### src/rtl/shs_pkg.sv
// Shared types, constants and functions of the SHA-256/224 stream hasher.
// No dependencies; compiled first.
`default_nettype none
package shs_pkg;

  typedef struct packed {
    logic load;
    logic run;
    logic use_mem;
    logic shift;
  } shs_ctrl_t;

  localparam logic [31:0] PadMark = 32'h8000_0000;
  localparam logic [2:0]  LastIdx256 = 3'd7;
  localparam logic [2:0]  LastIdx224 = 3'd6;

  function automatic logic [31:0] rotr(input logic [31:0] x, input int unsigned n);
    rotr = (x >> n) | (x << (32 - n));
  endfunction

  function automatic logic [31:0] init_value(input logic mode, input logic [2:0] idx);
    logic [31:0] r;
    r = 32'h0;
    if (mode) begin
      unique case (idx)
        3'd0: r = 32'hc1059ed8;
        3'd1: r = 32'h367cd507;
        3'd2: r = 32'h3070dd17;
        3'd3: r = 32'hf70e5939;
        3'd4: r = 32'hffc00b31;
        3'd5: r = 32'h68581511;
        3'd6: r = 32'h64f98fa7;
        default: r = 32'hbefa4fa4;
      endcase
    end else begin
      unique case (idx)
        3'd0: r = 32'h6a09e667;
        3'd1: r = 32'hbb67ae85;
        3'd2: r = 32'h3c6ef372;
        3'd3: r = 32'ha54ff53a;
        3'd4: r = 32'h510e527f;
        3'd5: r = 32'h9b05688c;
        3'd6: r = 32'h1f83d9ab;
        default: r = 32'h5be0cd19;
      endcase
    end
    return r;
  endfunction

  function automatic logic [31:0] round_k(input logic [5:0] t);
    logic [31:0] r;
    unique case (t)
      6'd0: r = 32'h428a2f98;  6'd1: r = 32'h71374491;  6'd2: r = 32'hb5c0fbcf;
      6'd3: r = 32'he9b5dba5;  6'd4: r = 32'h3956c25b;  6'd5: r = 32'h59f111f1;
      6'd6: r = 32'h923f82a4;  6'd7: r = 32'hab1c5ed5;  6'd8: r = 32'hd807aa98;
      6'd9: r = 32'h12835b01;  6'd10: r = 32'h243185be; 6'd11: r = 32'h550c7dc3;
      6'd12: r = 32'h72be5d74; 6'd13: r = 32'h80deb1fe; 6'd14: r = 32'h9bdc06a7;
      6'd15: r = 32'hc19bf174; 6'd16: r = 32'he49b69c1; 6'd17: r = 32'hefbe4786;
      6'd18: r = 32'h0fc19dc6; 6'd19: r = 32'h240ca1cc; 6'd20: r = 32'h2de92c6f;
      6'd21: r = 32'h4a7484aa; 6'd22: r = 32'h5cb0a9dc; 6'd23: r = 32'h76f988da;
      6'd24: r = 32'h983e5152; 6'd25: r = 32'ha831c66d; 6'd26: r = 32'hb00327c8;
      6'd27: r = 32'hbf597fc7; 6'd28: r = 32'hc6e00bf3; 6'd29: r = 32'hd5a79147;
      6'd30: r = 32'h06ca6351; 6'd31: r = 32'h14292967; 6'd32: r = 32'h27b70a85;
      6'd33: r = 32'h2e1b2138; 6'd34: r = 32'h4d2c6dfc; 6'd35: r = 32'h53380d13;
      6'd36: r = 32'h650a7354; 6'd37: r = 32'h766a0abb; 6'd38: r = 32'h81c2c92e;
      6'd39: r = 32'h92722c85; 6'd40: r = 32'ha2bfe8a1; 6'd41: r = 32'ha81a664b;
      6'd42: r = 32'hc24b8b70; 6'd43: r = 32'hc76c51a3; 6'd44: r = 32'hd192e819;
      6'd45: r = 32'hd6990624; 6'd46: r = 32'hf40e3585; 6'd47: r = 32'h106aa070;
      6'd48: r = 32'h19a4c116; 6'd49: r = 32'h1e376c08; 6'd50: r = 32'h2748774c;
      6'd51: r = 32'h34b0bcb5; 6'd52: r = 32'h391c0cb3; 6'd53: r = 32'h4ed8aa4a;
      6'd54: r = 32'h5b9cca4f; 6'd55: r = 32'h682e6ff3; 6'd56: r = 32'h748f82ee;
      6'd57: r = 32'h78a5636f; 6'd58: r = 32'h84c87814; 6'd59: r = 32'h8cc70208;
      6'd60: r = 32'h90befffa; 6'd61: r = 32'ha4506ceb; 6'd62: r = 32'hbef9a3f7;
      default: r = 32'hc67178f2;
    endcase
    return r;
  endfunction

endpackage
`default_nettype wire

### src/rtl/shs_if.sv
// Valid/ready channel interfaces of the hasher: message input, digest output
// and mode register write. Standalone; no package needed.
`default_nettype none
interface shs_in_if;
  logic        valid;
  logic        ready;
  logic [31:0] message_word;
  logic [2:0]  byte_count;
  logic        end_of_message;
  modport source (output valid, message_word, byte_count, end_of_message, input ready);
  modport sink (input valid, message_word, byte_count, end_of_message, output ready);
endinterface

interface shs_out_if;
  logic        valid;
  logic        ready;
  logic [31:0] digest_word;
  logic [2:0]  word_index;
  logic        last_word;
  modport source (output valid, digest_word, word_index, last_word, input ready);
  modport sink (input valid, digest_word, word_index, last_word, output ready);
endinterface

interface shs_cfg_if;
  logic valid;
  logic ready;
  logic digest_mode;
  modport source (output valid, digest_mode, input ready);
  modport sink (input valid, digest_mode, output ready);
endinterface
`default_nettype wire

### src/rtl/shs_word_ram.sv
// Generic one-write, one-read synchronous RAM with registered read data.
// No dependencies.
`default_nettype none
module shs_word_ram #(
  parameter int DATA_W = 32,
  parameter int ADDR_W = 4
) (
  input  wire logic              clk,
  input  wire logic              wr_en,
  input  wire logic [ADDR_W-1:0] wr_addr,
  input  wire logic [DATA_W-1:0] wr_data,
  input  wire logic              rd_en,
  input  wire logic [ADDR_W-1:0] rd_addr,
  output logic      [DATA_W-1:0] rd_data
);
  logic [DATA_W-1:0] mem [2**ADDR_W];

  always_ff @(posedge clk) begin
    if (wr_en) begin
      mem[wr_addr] <= wr_data;
    end
  end

  always_ff @(posedge clk) begin
    if (rd_en) begin
      rd_data <= mem[rd_addr];
    end
  end
endmodule
`default_nettype wire

### src/rtl/shs_round.sv
// Working variables, message schedule window and the SHA-256 round function.
// Depends on shs_pkg.
`default_nettype none
module shs_round (
  input  wire logic              clk,
  input  wire shs_pkg::shs_ctrl_t ctrl,
  input  wire logic [31:0]       k,
  input  wire logic [31:0]       block_word,
  input  wire logic [31:0]       hash_word,
  output logic      [31:0]       v0
);
  import shs_pkg::*;

  logic [31:0] v [8];
  logic [31:0] win [16];
  logic [31:0] sched, w, s1, s0, ch, mj, t1, t2;

  always_comb begin
    sched = (rotr(win[14], 17) ^ rotr(win[14], 19) ^ (win[14] >> 10)) + win[9] +
            (rotr(win[1], 7) ^ rotr(win[1], 18) ^ (win[1] >> 3)) + win[0];
    w  = ctrl.use_mem ? block_word : sched;
    s1 = rotr(v[4], 6) ^ rotr(v[4], 11) ^ rotr(v[4], 25);
    ch = (v[4] & v[5]) ^ (~v[4] & v[6]);
    t1 = v[7] + s1 + ch + k + w;
    s0 = rotr(v[0], 2) ^ rotr(v[0], 13) ^ rotr(v[0], 22);
    mj = (v[0] & v[1]) ^ (v[0] & v[2]) ^ (v[1] & v[2]);
    t2 = s0 + mj;
  end

  always_ff @(posedge clk) begin
    if (ctrl.load || ctrl.shift) begin
      for (int i = 0; i < 7; i++) begin
        v[i] <= v[i+1];
      end
      v[7] <= hash_word;
    end else if (ctrl.run) begin
      v[7] <= v[6];
      v[6] <= v[5];
      v[5] <= v[4];
      v[4] <= v[3] + t1;
      v[3] <= v[2];
      v[2] <= v[1];
      v[1] <= v[0];
      v[0] <= t1 + t2;
      for (int i = 0; i < 15; i++) begin
        win[i] <= win[i+1];
      end
      win[15] <= w;
    end
  end

  assign v0 = v[0];
endmodule
`default_nettype wire

### src/rtl/sha256_stream_hasher_unit.sv
// Top level of the SHA-256/224 stream hasher: byte packing, padding sequencer,
// block and hash memories. Depends on shs_pkg, shs_if, shs_word_ram, shs_round.
// A message word that completes a block starts a compression: hash load, rounds and
// add-back, sequenced around the block and hash memories.
// End of message: padding writes plus one or two compressions, then the digest words
// go out one by one (8 or 7 words), each held until the output is ready.
// Reset and a mode write run a sweep loading the initial hash values.
`default_nettype none
module sha256_stream_hasher_unit (
  input wire logic clk,
  input wire logic rst,
  shs_in_if.sink   msg,
  shs_out_if.source digest,
  shs_cfg_if.sink  cfg
);
  import shs_pkg::*;

  localparam logic [3:0] ST_INIT  = 4'd0;
  localparam logic [3:0] ST_IDLE  = 4'd1;
  localparam logic [3:0] ST_HLOAD = 4'd2;
  localparam logic [3:0] ST_ROUND = 4'd3;
  localparam logic [3:0] ST_HADD  = 4'd4;
  localparam logic [3:0] ST_MARK  = 4'd5;
  localparam logic [3:0] ST_PAD   = 4'd6;
  localparam logic [3:0] ST_ORD   = 4'd7;
  localparam logic [3:0] ST_OWAIT = 4'd8;

  logic [3:0]  state;
  logic [6:0]  cnt;
  logic        mode;
  logic [5:0]  fill;
  logic [63:0] bits;
  logic [31:0] pacc;
  logic        pad_pending, final_blk, extra;

  logic        acc;
  logic [2:0]  cnt_c;
  logic [1:0]  off;
  logic [31:0] wm;
  logic [63:0] cat;
  logic        wcomplete;
  logic [3:0]  widx;

  logic        b_we, b_re;
  logic [3:0]  b_wa, b_ra;
  logic [31:0] b_wd, b_rd;
  logic        h_we, h_re;
  logic [2:0]  h_wa, h_ra;
  logic [31:0] h_wd, h_rd;

  shs_ctrl_t   ctrl;
  logic [31:0] v0;
  logic [5:0]  k_idx;
  logic [2:0]  last_idx;

  assign acc       = msg.valid && msg.ready;
  assign cnt_c     = (msg.byte_count > 3'd4) ? 3'd4 : msg.byte_count;
  assign off       = fill[1:0];
  assign widx      = fill[5:2];
  assign wm        = msg.message_word & ~(32'hffff_ffff >> {cnt_c, 3'b000});
  assign cat       = {pacc, 32'h0} | ({wm, 32'h0} >> {off, 3'b000});
  assign wcomplete = ({2'b00, off} + {1'b0, cnt_c}) >= 4'd4;
  assign last_idx  = mode ? LastIdx224 : LastIdx256;
  assign k_idx     = 6'(cnt - 7'd1);

  assign msg.ready = (state == ST_IDLE);
  assign cfg.ready = 1'b1;

  assign digest.valid       = (state == ST_OWAIT);
  assign digest.digest_word = h_rd;
  assign digest.word_index  = cnt[2:0];
  assign digest.last_word   = (cnt[2:0] == last_idx);

  always_comb begin
    b_we = 1'b0;
    b_wa = widx;
    b_wd = cat[63:32];
    b_re = (state == ST_ROUND) && (cnt < 7'd16);
    b_ra = cnt[3:0];
    h_we = 1'b0;
    h_wa = cnt[2:0];
    h_wd = init_value(mode, cnt[2:0]);
    h_re = 1'b0;
    h_ra = cnt[2:0];
    ctrl = '0;
    unique case (state)
      ST_INIT: begin
        h_we = 1'b1;
      end
      ST_IDLE: begin
        b_we = acc && wcomplete;
      end
      ST_HLOAD: begin
        h_re      = (cnt < 7'd8);
        ctrl.load = (cnt != 7'd0);
      end
      ST_ROUND: begin
        ctrl.run     = (cnt != 7'd0);
        ctrl.use_mem = (cnt <= 7'd16);
      end
      ST_HADD: begin
        h_re       = (cnt < 7'd8);
        h_we       = (cnt != 7'd0);
        h_wa       = 3'(cnt - 7'd1);
        h_wd       = h_rd + v0;
        ctrl.shift = (cnt != 7'd0);
      end
      ST_MARK: begin
        b_we = 1'b1;
        b_wd = pacc | (PadMark >> {off, 3'b000});
      end
      ST_PAD: begin
        b_we = 1'b1;
        b_wa = cnt[3:0];
        if (!extra && cnt[3:0] == 4'd14) begin
          b_wd = bits[63:32];
        end else if (!extra && cnt[3:0] == 4'd15) begin
          b_wd = bits[31:0];
        end else begin
          b_wd = 32'h0;
        end
      end
      ST_ORD: begin
        h_re = 1'b1;
      end
      ST_OWAIT: begin
      end
      default: begin
      end
    endcase
  end

  always_ff @(posedge clk) begin
    if (rst) begin
      state       <= ST_INIT;
      cnt         <= '0;
      mode        <= 1'b0;
      fill        <= '0;
      bits        <= '0;
      pacc        <= '0;
      pad_pending <= 1'b0;
      final_blk   <= 1'b0;
      extra       <= 1'b0;
    end else if (cfg.valid && cfg.ready) begin
      mode  <= cfg.digest_mode;
      state <= ST_INIT;
      cnt   <= '0;
    end else begin
      unique case (state)
        ST_INIT: begin
          fill        <= '0;
          bits        <= '0;
          pacc        <= '0;
          pad_pending <= 1'b0;
          final_blk   <= 1'b0;
          extra       <= 1'b0;
          cnt         <= cnt + 7'd1;
          if (cnt == 7'd7) begin
            state <= ST_IDLE;
            cnt   <= '0;
          end
        end
        ST_IDLE: begin
          if (acc) begin
            bits <= bits + {58'h0, cnt_c, 3'b000};
            fill <= fill + {3'b000, cnt_c};
            pacc <= wcomplete ? cat[31:0] : cat[63:32];
            if (wcomplete && widx == 4'd15) begin
              state       <= ST_HLOAD;
              cnt         <= '0;
              pad_pending <= msg.end_of_message;
              final_blk   <= 1'b0;
            end else if (msg.end_of_message) begin
              state <= ST_MARK;
            end
          end
        end
        ST_HLOAD: begin
          cnt <= cnt + 7'd1;
          if (cnt == 7'd8) begin
            state <= ST_ROUND;
            cnt   <= '0;
          end
        end
        ST_ROUND: begin
          cnt <= cnt + 7'd1;
          if (cnt == 7'd64) begin
            state <= ST_HADD;
            cnt   <= '0;
          end
        end
        ST_HADD: begin
          cnt <= cnt + 7'd1;
          if (cnt == 7'd8) begin
            cnt <= '0;
            if (final_blk) begin
              state <= ST_ORD;
            end else if (extra) begin
              state <= ST_PAD;
              extra <= 1'b0;
            end else if (pad_pending) begin
              state       <= ST_MARK;
              pad_pending <= 1'b0;
            end else begin
              state <= ST_IDLE;
            end
          end
        end
        ST_MARK: begin
          if (widx == 4'd15) begin
            extra     <= 1'b1;
            final_blk <= 1'b0;
            state     <= ST_HLOAD;
            cnt       <= '0;
          end else begin
            extra <= (widx == 4'd14);
            cnt   <= {3'b000, widx + 4'd1};
            state <= ST_PAD;
          end
        end
        ST_PAD: begin
          if (cnt[3:0] == 4'd15) begin
            final_blk <= !extra;
            state     <= ST_HLOAD;
            cnt       <= '0;
          end else begin
            cnt <= cnt + 7'd1;
          end
        end
        ST_ORD: begin
          state <= ST_OWAIT;
        end
        ST_OWAIT: begin
          if (digest.ready) begin
            if (cnt[2:0] == last_idx) begin
              state <= ST_INIT;
              cnt   <= '0;
            end else begin
              state <= ST_ORD;
              cnt   <= cnt + 7'd1;
            end
          end
        end
        default: begin
          state <= ST_INIT;
          cnt   <= '0;
        end
      endcase
    end
  end

  shs_word_ram #(.DATA_W(32), .ADDR_W(4)) u_block_ram (
    .clk     (clk),
    .wr_en   (b_we),
    .wr_addr (b_wa),
    .wr_data (b_wd),
    .rd_en   (b_re),
    .rd_addr (b_ra),
    .rd_data (b_rd)
  );

  shs_word_ram #(.DATA_W(32), .ADDR_W(3)) u_hash_ram (
    .clk     (clk),
    .wr_en   (h_we),
    .wr_addr (h_wa),
    .wr_data (h_wd),
    .rd_en   (h_re),
    .rd_addr (h_ra),
    .rd_data (h_rd)
  );

  shs_round u_round (
    .clk        (clk),
    .ctrl       (ctrl),
    .k          (round_k(k_idx)),
    .block_word (b_rd),
    .hash_word  (h_rd),
    .v0         (v0)
  );

  a_eom_blocks_input: assert property (@(posedge clk) disable iff (rst)
    (acc && msg.end_of_message && !(cfg.valid)) |=> !msg.ready)
    else $error("input accepted right after end of message");

  a_last_word_index: assert property (@(posedge clk) disable iff (rst)
    (digest.valid && digest.last_word) |-> (digest.word_index == last_idx))
    else $error("last digest word at wrong index");

  a_no_overlap: assert property (@(posedge clk) disable iff (rst)
    !(msg.ready && digest.valid))
    else $error("input taken while digest pending");

  a_round_bound: assert property (@(posedge clk) disable iff (rst)
    (state == ST_ROUND) |-> (cnt <= 7'd64))
    else $error("round counter overrun");

  a_hash_port_split: assert property (@(posedge clk) disable iff (rst)
    (h_we && h_re) |-> (h_wa != h_ra))
    else $error("hash memory read and write collide");
endmodule
`default_nettype wire

### src/flat_wrapper.sv
// flat-port wrapper written by rule: the top's interface ports become plain ports
module sha256_stream_hasher_unit_flat import shs_pkg::*;
  (clk, rst, msg_valid, msg_message_word, msg_byte_count, msg_end_of_message, msg_ready, digest_valid, digest_digest_word, digest_word_index, digest_last_word, digest_ready, cfg_valid, cfg_digest_mode, cfg_ready);
  shs_in_if msg_i ();
  shs_out_if digest_i ();
  shs_cfg_if cfg_i ();
  input wire logic clk;
  input wire logic rst;
  input wire logic [$bits(msg_i.valid)-1:0] msg_valid;
  input wire logic [$bits(msg_i.message_word)-1:0] msg_message_word;
  input wire logic [$bits(msg_i.byte_count)-1:0] msg_byte_count;
  input wire logic [$bits(msg_i.end_of_message)-1:0] msg_end_of_message;
  output wire logic [$bits(msg_i.ready)-1:0] msg_ready;
  output wire logic [$bits(digest_i.valid)-1:0] digest_valid;
  output wire logic [$bits(digest_i.digest_word)-1:0] digest_digest_word;
  output wire logic [$bits(digest_i.word_index)-1:0] digest_word_index;
  output wire logic [$bits(digest_i.last_word)-1:0] digest_last_word;
  input wire logic [$bits(digest_i.ready)-1:0] digest_ready;
  input wire logic [$bits(cfg_i.valid)-1:0] cfg_valid;
  input wire logic [$bits(cfg_i.digest_mode)-1:0] cfg_digest_mode;
  output wire logic [$bits(cfg_i.ready)-1:0] cfg_ready;
  assign msg_i.valid = msg_valid;
  assign msg_i.message_word = msg_message_word;
  assign msg_i.byte_count = msg_byte_count;
  assign msg_i.end_of_message = msg_end_of_message;
  assign msg_ready = msg_i.ready;
  assign digest_valid = digest_i.valid;
  assign digest_digest_word = digest_i.digest_word;
  assign digest_word_index = digest_i.word_index;
  assign digest_last_word = digest_i.last_word;
  assign digest_i.ready = digest_ready;
  assign cfg_i.valid = cfg_valid;
  assign cfg_i.digest_mode = cfg_digest_mode;
  assign cfg_ready = cfg_i.ready;
  sha256_stream_hasher_unit u_core (.clk(clk), .rst(rst), .msg(msg_i), .digest(digest_i), .cfg(cfg_i));
endmodule
### config.mk
export PLATFORM = sky130hd
export DESIGN_NAME = sha256_stream_hasher_unit_flat
export DESIGN_NICKNAME = d
export VERILOG_FILES = /design/src/rtl/shs_pkg.sv /design/src/rtl/shs_if.sv /design/src/rtl/shs_word_ram.sv /design/src/rtl/shs_round.sv /design/src/rtl/sha256_stream_hasher_unit.sv /design/src/flat_wrapper.sv
export SDC_FILE = /design/constraint.sdc
export NUM_CORES = 2
export LEC_CHECK = 0
export BUFFER_PORTS_ARGS = -buffer_cell sky130_fd_sc_hd__buf_2
export CAP_MARGIN = 20
export CORE_UTILIZATION = 47
export CTS_CLUSTER_DIAMETER = 100
export DETAILED_ROUTE_END_ITERATION = 6
export SLEW_MARGIN = 15
export SYNTH_ARGS = -nofsm -noshare
export SYNTH_HDL_FRONTEND = slang
export SYNTH_SLANG_ARGS = --single-unit
### constraint.sdc
create_clock -name clk -period 30.3 [get_ports clk]
set_input_delay 3.03 -clock clk [delete_from_list [all_inputs] [get_ports clk]]
set_output_delay 3.03 -clock clk [all_outputs]
set_load 0.005 [all_outputs]
; Yosys cells after proc, flatten, opt, wreduce, memory -nomap -nowiden
; Memory sizes are Yosys's and may differ from the RTL's. A register that Yosys moved wholly into a read port is not among the register bits.
; Index checks and enable logic that the tools add are counted.
[totals]
mem_bits_rw = 1536
memories = 5
regBits = 117
word_cells = 220
output_inout_bits = 39
mem_bits_ro = 2048
[memory_table]
columns = memory, depth, width, read_ports, rd_clocked_by_memory_dff, write_ports, line_no
row1 = (name not given), 64, 32, 1, 0, 0, shs_pkg.sv:52  ; unique case (t)
row2 = u_core.u_block_ram.mem, 16, 32, 1, 1, 1, shs_word_ram.sv:16  ; logic [DATA_W-1:0] mem [2**ADDR_W];
row3 = u_core.u_round.win, 16, 32, 16, 0, 16, shs_round.sv:15  ; logic [31:0] win [16];
row4 = u_core.u_hash_ram.mem, 8, 32, 1, 1, 1, shs_word_ram.sv:16
row5 = u_core.u_round.v, 8, 32, 8, 0, 8, shs_round.sv:14  ; logic [31:0] v [8];
[op_classes]
eq_ne = 34
shift = 3
reduce_logical = 24
magnitude_cmp = 5
n_mux = 82
bitwise_logic = 41
n_addsub = 17
[ops]
columns = operator, n
row1 = 32-bit two-way mux, 15
row2 = 32-bit case mux with 7 select lines, 2
row3 = 32-bit adder, 11
row4 = 32-bit XOR, 9
row5 = 32-bit AND, 6
row6 = 32-bit case mux with 2 select lines, 2
row7 = 64-bit case mux with 2 select lines, 1
row8 = 64-bit by 6-bit adder with 64-bit output, 1
row9 = 64-bit two-way mux, 1
row10 = 32-bit NOT, 2
row11 = 64-bit OR, 1
row12 = 64-bit by 5-bit >> shifter with 64-bit output, 1
row13 = 7-bit two-way mux, 8
row14 = 7-bit case mux with 8 select lines, 1
row15 = 4-bit two-way mux, 13
row16 = 4-bit case mux with 9 select lines, 1
row17 = 10-bit by 32-bit OR with 32-bit output, 1
row18 = 13-bit by 32-bit OR with 32-bit output, 1
row19 = 14-bit by 32-bit OR with 32-bit output, 1
row20 = 15-bit by 32-bit OR with 32-bit output, 1
row21 = 19-bit by 32-bit OR with 32-bit output, 1
row22 = 21-bit by 32-bit OR with 32-bit output, 1
row23 = 25-bit by 32-bit OR with 32-bit output, 1
row24 = 26-bit by 32-bit OR with 32-bit output, 1
row25 = 56 further kinds, 123

; Logic depth before layout (Yosys ltp)
; An unclocked memory read counts as a cell.
[depth]
depth_word = 11
ltp_mapped = 48

; Modules after synthesis
; Synthesis repeated with hierarchy kept, for this count alone.
[hier_totals]
cells_unflattened = 6449
area_unflattened_um2 = 84093.2
[by_module_without_submodules]
columns = mod, cells_per_inst, area_per_inst_um2, seq_area_each_um2, instances
row1 = shs_round, 3217, 40223.6, 23062.1, 1
row2 = shs_word_ram at u_core.u_block_ram, 838, 20155.6, 16335.7, 1
row3 = sha256_stream_hasher_unit, 1979, 12927.4, 2282.2, 1
row4 = shs_word_ram at u_core.u_hash_ram, 415, 10786.6, 8648.3, 1

; Least setup slack after synthesis
; No wires, ideal clock.
[synth_timing]
path_kind = reg2reg
from = reg u_core.cnt[0]
to = mem u_core.u_round.v[0][0], enable pin
period_less_slack_ns = 21.016
path_slack_ns = 9.284
required_time_ns = 29.112
n_path_buf = 4
path_stages_with_launch = 10
t_arrival_ns = 19.827
setup_ns = 1.188
cell_sequence = dfxtp_1 clkbuf_1 buf_2 buf_1 inv_1 clkbuf_1 ha_1 nand2_1 nor2_1 nor3_1
[synth_rtl]
columns = item, line_no
row1 = "start, declared", sha256_stream_hasher_unit.sv:29  ; logic [6:0] cnt;
row2 = "start signal, assigned", sha256_stream_hasher_unit.sv:157  ; cnt <= cnt + 7'd1;
row3 = "start signal, assigned", sha256_stream_hasher_unit.sv:179  ; cnt <= cnt + 7'd1;
row4 = "start signal, assigned", sha256_stream_hasher_unit.sv:186  ; cnt <= cnt + 7'd1;
row5 = "end, declared", shs_round.sv:14

==> reports/qor.yml <==
logic_synthesis:
  synth-edff-count: 1600
  synth_warnings: 0
  synth.area.top_cells: "edfxtp_1, mux4_2, fa_1"
  synth_compound_area_frac: 0.0853
  yosysTopAreaCell: "edfxtp_1"
  async_flop_share: 0
  synthSimpleGateAreaFrac: 0.0893
  syn_area_per_cell_um2: 13.1
  ys_seq_area_frac: 0.604
  syn-cell-area_um2: 83400
  yosys_register_bits: 1714
  syn_nets: 6796
  yosys.area_share.adder: 0.0755
  synth_top_family_by_area: "simple AND/OR/NAND/NOR gates"
  yosys-mux-area-fraction: 0.0676
  netlist_instances: 6380
  synth_ff_type: "edfxtp_1"
  yosysUniqueCellTypes: 91
  synth_top_area_frac: 0.576
  synthXorXnorAreaFrac: 0.0471
worst_setup_path:
  path_delay_family: "compound AO/OA/AOI/OAI gates"
  path_max_fanout: 60
  timing.critical_path.slowest_cell_delay_ns: 0.75
  end_kind: "register"
  arrival_ns: 12.26
  path_buf_inv: 9
  slowest_stage: "dfxtp_4"
  path_class: "register to register"
  crit_required_ns: 30.85
  cp-start-kind: "register"
  crit_top_cell: "o21ai_0"
layout:
  fillers: 15000
  nets: 6818
  final_common_cell: "edfxtp_1"
  drive_above_1_share: 0.122
  areaGrowthSynthToFinish_pct: 11.0
  layout_common_cells: "edfxtp_1, nand2_1, nor2_1"
drt:
  wl_met1_mm: 105
  dr.pass1.iters: 6
  topRoutingLayerUsed: "met5"
  drtIter0Drc: 5807
  drcViolationCount: 0
  detail_route.vias_per_cell: 5.94
  wl_met2_mm: 113
  ant_nets: 0
  wl_per_cell_um: 27.3
  num_vias: 52800
  wl_met3_mm: 17.3
  finalWirelength_mm: 243
floorplan:
  initial_core_util: 0.473
  num_rows: 154
  coreArea_um2: 176000
  die_h_um: 423
  die-area_um2: 179000
  die_x_um: 423
  io_pins: 81
grt:
  overflow: 0
  grt_pass1_wl_mm: 353
  grt_usage: 0.270
  antenna_found_initial: 14
  grt_pass1_vias: 50600
  grt_max_degree: 179
clocking:
  hold_buffers: 0
  insertion_delay_ns: 0.86
  htreeDepth: 4
  cts_tree: "done"
  path_clk_slew_ns: 0.06
  cts_resized: 0
  post_cts_buffers: 0
  cts.sinks: 1714
  cts_root_buffer: "clkbuf_16"
  cts_buffer_depth: 3
  cts_buffers: 178
placed_design:
  gp_congestion: 0.961
  io_buffers: 79
  dp_hpwl_mm: 164
timing:
  fin_crit_sh: 0.386
  worst_slew_pin_slew_ns: 1.18
  fin_crit_ns: 11.71
  hold_viol: 0
  rsz0062_at_grt: "false"
  clock_skew_ns: 0.0603
  maxSlewViolCount: 0
  setup_tns_ns: 0
  max_freq_mhz: 85.4
  slew_headroom: 0.205
  finalSetupViolCount: 0
power:
  ir_drop_mv: 0.0576
  power_mw: 6.54
  p_leak_nw: 32.2
  powerDensity_nw_per_um2: 70.7
status:
  status: "finished clean"
min_path:
  worstHoldPathType: "register to register"
flow_run:
  cap_violations: 0
[where the power goes]
group          switching, mW  internal, mW  total, mW  leakage (nW)
clock                  0.953          1.24       2.19          2.83
combinational           1.09         0.665       1.76          14.4
sequential           0.00437          2.59       2.59          15.0
[Yosys cell counts, types with 8 or more instances]
cell type,instances
edfxtp_1,1600
nand2_1,966
nor2_1,380
inv_1,331
o21ai_0,320
xnor2_1,304
clkbuf_1,293
a21oi_1,291
mux4_2,227
fa_1,190
ha_1,184
xor2_1,135
dfxtp_1,114
a21o_1,88
nor3_1,86
nand3_1,85
a22oi_1,56
buf_1,50
a31oi_1,40
a211oi_1,36
nor2b_1,34
mux2_2,32
o31ai_1,32
o21bai_1,31
nand4_1,30
nand2b_1,29
o21a_1,25
or3_1,25
and3_1,23
o211ai_1,23
a222oi_1,22
maj3_1,19
or2_2,19
a221oi_1,18
o311ai_0,18
mux2i_1,16
o22ai_1,15
o221ai_1,12
nor4_1,11
a311oi_1,10
a2111oi_0,9
and4_1,9
a21boi_0,8
nand3b_1,8
o2111ai_1,8
[kinds of logic (layout without fill, tap and decap cells)]
family                   after synthesis  after routing
adder cells (fa/ha/maj)              393            393
AND/OR/NAND/NOR                     1739           1739
AO/OA/AOI/OAI                       1124           1124
flip-flops                          1714           1714
other                                  1              5
XOR/XNOR                             443            443
buffers and inverters                691            864
multiplexers                         275            275
[area by class of cell]
| class | count | area [um^2] | share of cell area |
|---|---|---|---|
| clock buffer | 216 | 4640 | 0.0501 |
| sequential | 1714 | 50300 | 0.544 |
| multi-input combinational | 3975 | 30700 | 0.332 |
| timing repair buffer | 198 | 1380 | 0.0149 |
| tap | 2340 | 2930 | 0.0316 |
| inverter | 335 | 1270 | 0.0137 |
| clock inverter | 115 | 1230 | 0.0133 |
| antenna | 4 | 10.0 | 0.000108 |
[through the flow]
stage | utilization | cell area (um^2) | worst slack [ns] | cells | hold WS [ns]
finish | 0.525 | 92500 | 18.59 | 8897 | 0.395
global route | 0.525 | 92500 | 17.68 | 8894 | 0.395
CTS | 0.525 | 92500 | 18.74 | 8890 | 0.390
detailed placement | 0.492 | 86600 | 18.73 | 8559 | 0.405
global placement | 0.492 | 86600 | 18.89 | 8557 | 0.400
floorplan | - | 83400 | 9.28 | 6380 | 0.400
[per-layer routing]
metal  global-route usage  up-vias
met5                    0        -
met4               0.0814        6
met2                0.421     2167
li1                     -    23400
met1                0.393    26900
met3               0.0380      333
[worst register-to-register path, delay by kind of cell (launching register included)]
family	cells	cell delay (ns)
AO/OA/AOI/OAI	15	3.87
XOR/XNOR	2	0.54
adder cells (fa/ha/maj)	9	3.40
buffers and inverters	9	2.21
flip-flops	1	0.75
AND/OR/NAND/NOR	5	0.70
[sequential cells by signal (all words and copies together) (netlist names)]
register,cells
u_core.bits,61
u_core.cnt,7
u_core.extra,1
u_core.fill,6
u_core.final_blk,1
u_core.mode,1
u_core.pacc,32
u_core.pad_pending,1
u_core.state,4
u_core.u_block_ram.mem,512
u_core.u_block_ram.rd_data,32
u_core.u_hash_ram.mem,256
u_core.u_hash_ram.rd_data,32
u_core.u_round.v,256
u_core.u_round.win,512
[path summary, 6_finish.rpt]
check,startpoint,slack (ns),end,cells after the start
max,u_core.cnt[1]$_SDFFE_PP0P_,18.59,u_core.u_round.v[0][31]$_DFFE_PP_,40
min,u_core.u_round.win[0][151]$_DFFE_PP_,0.39,u_core.u_round.win[0][119]$_DFFE_PP_,0
max reg2reg,u_core.cnt[1]$_SDFFE_PP0P_,18.59,u_core.u_round.v[0][31]$_DFFE_PP_,40
min reg2reg,u_core.u_round.win[0][151]$_DFFE_PP_,0.39,u_core.u_round.win[0][119]$_DFFE_PP_,0
(Power assumes the default switching activity.)
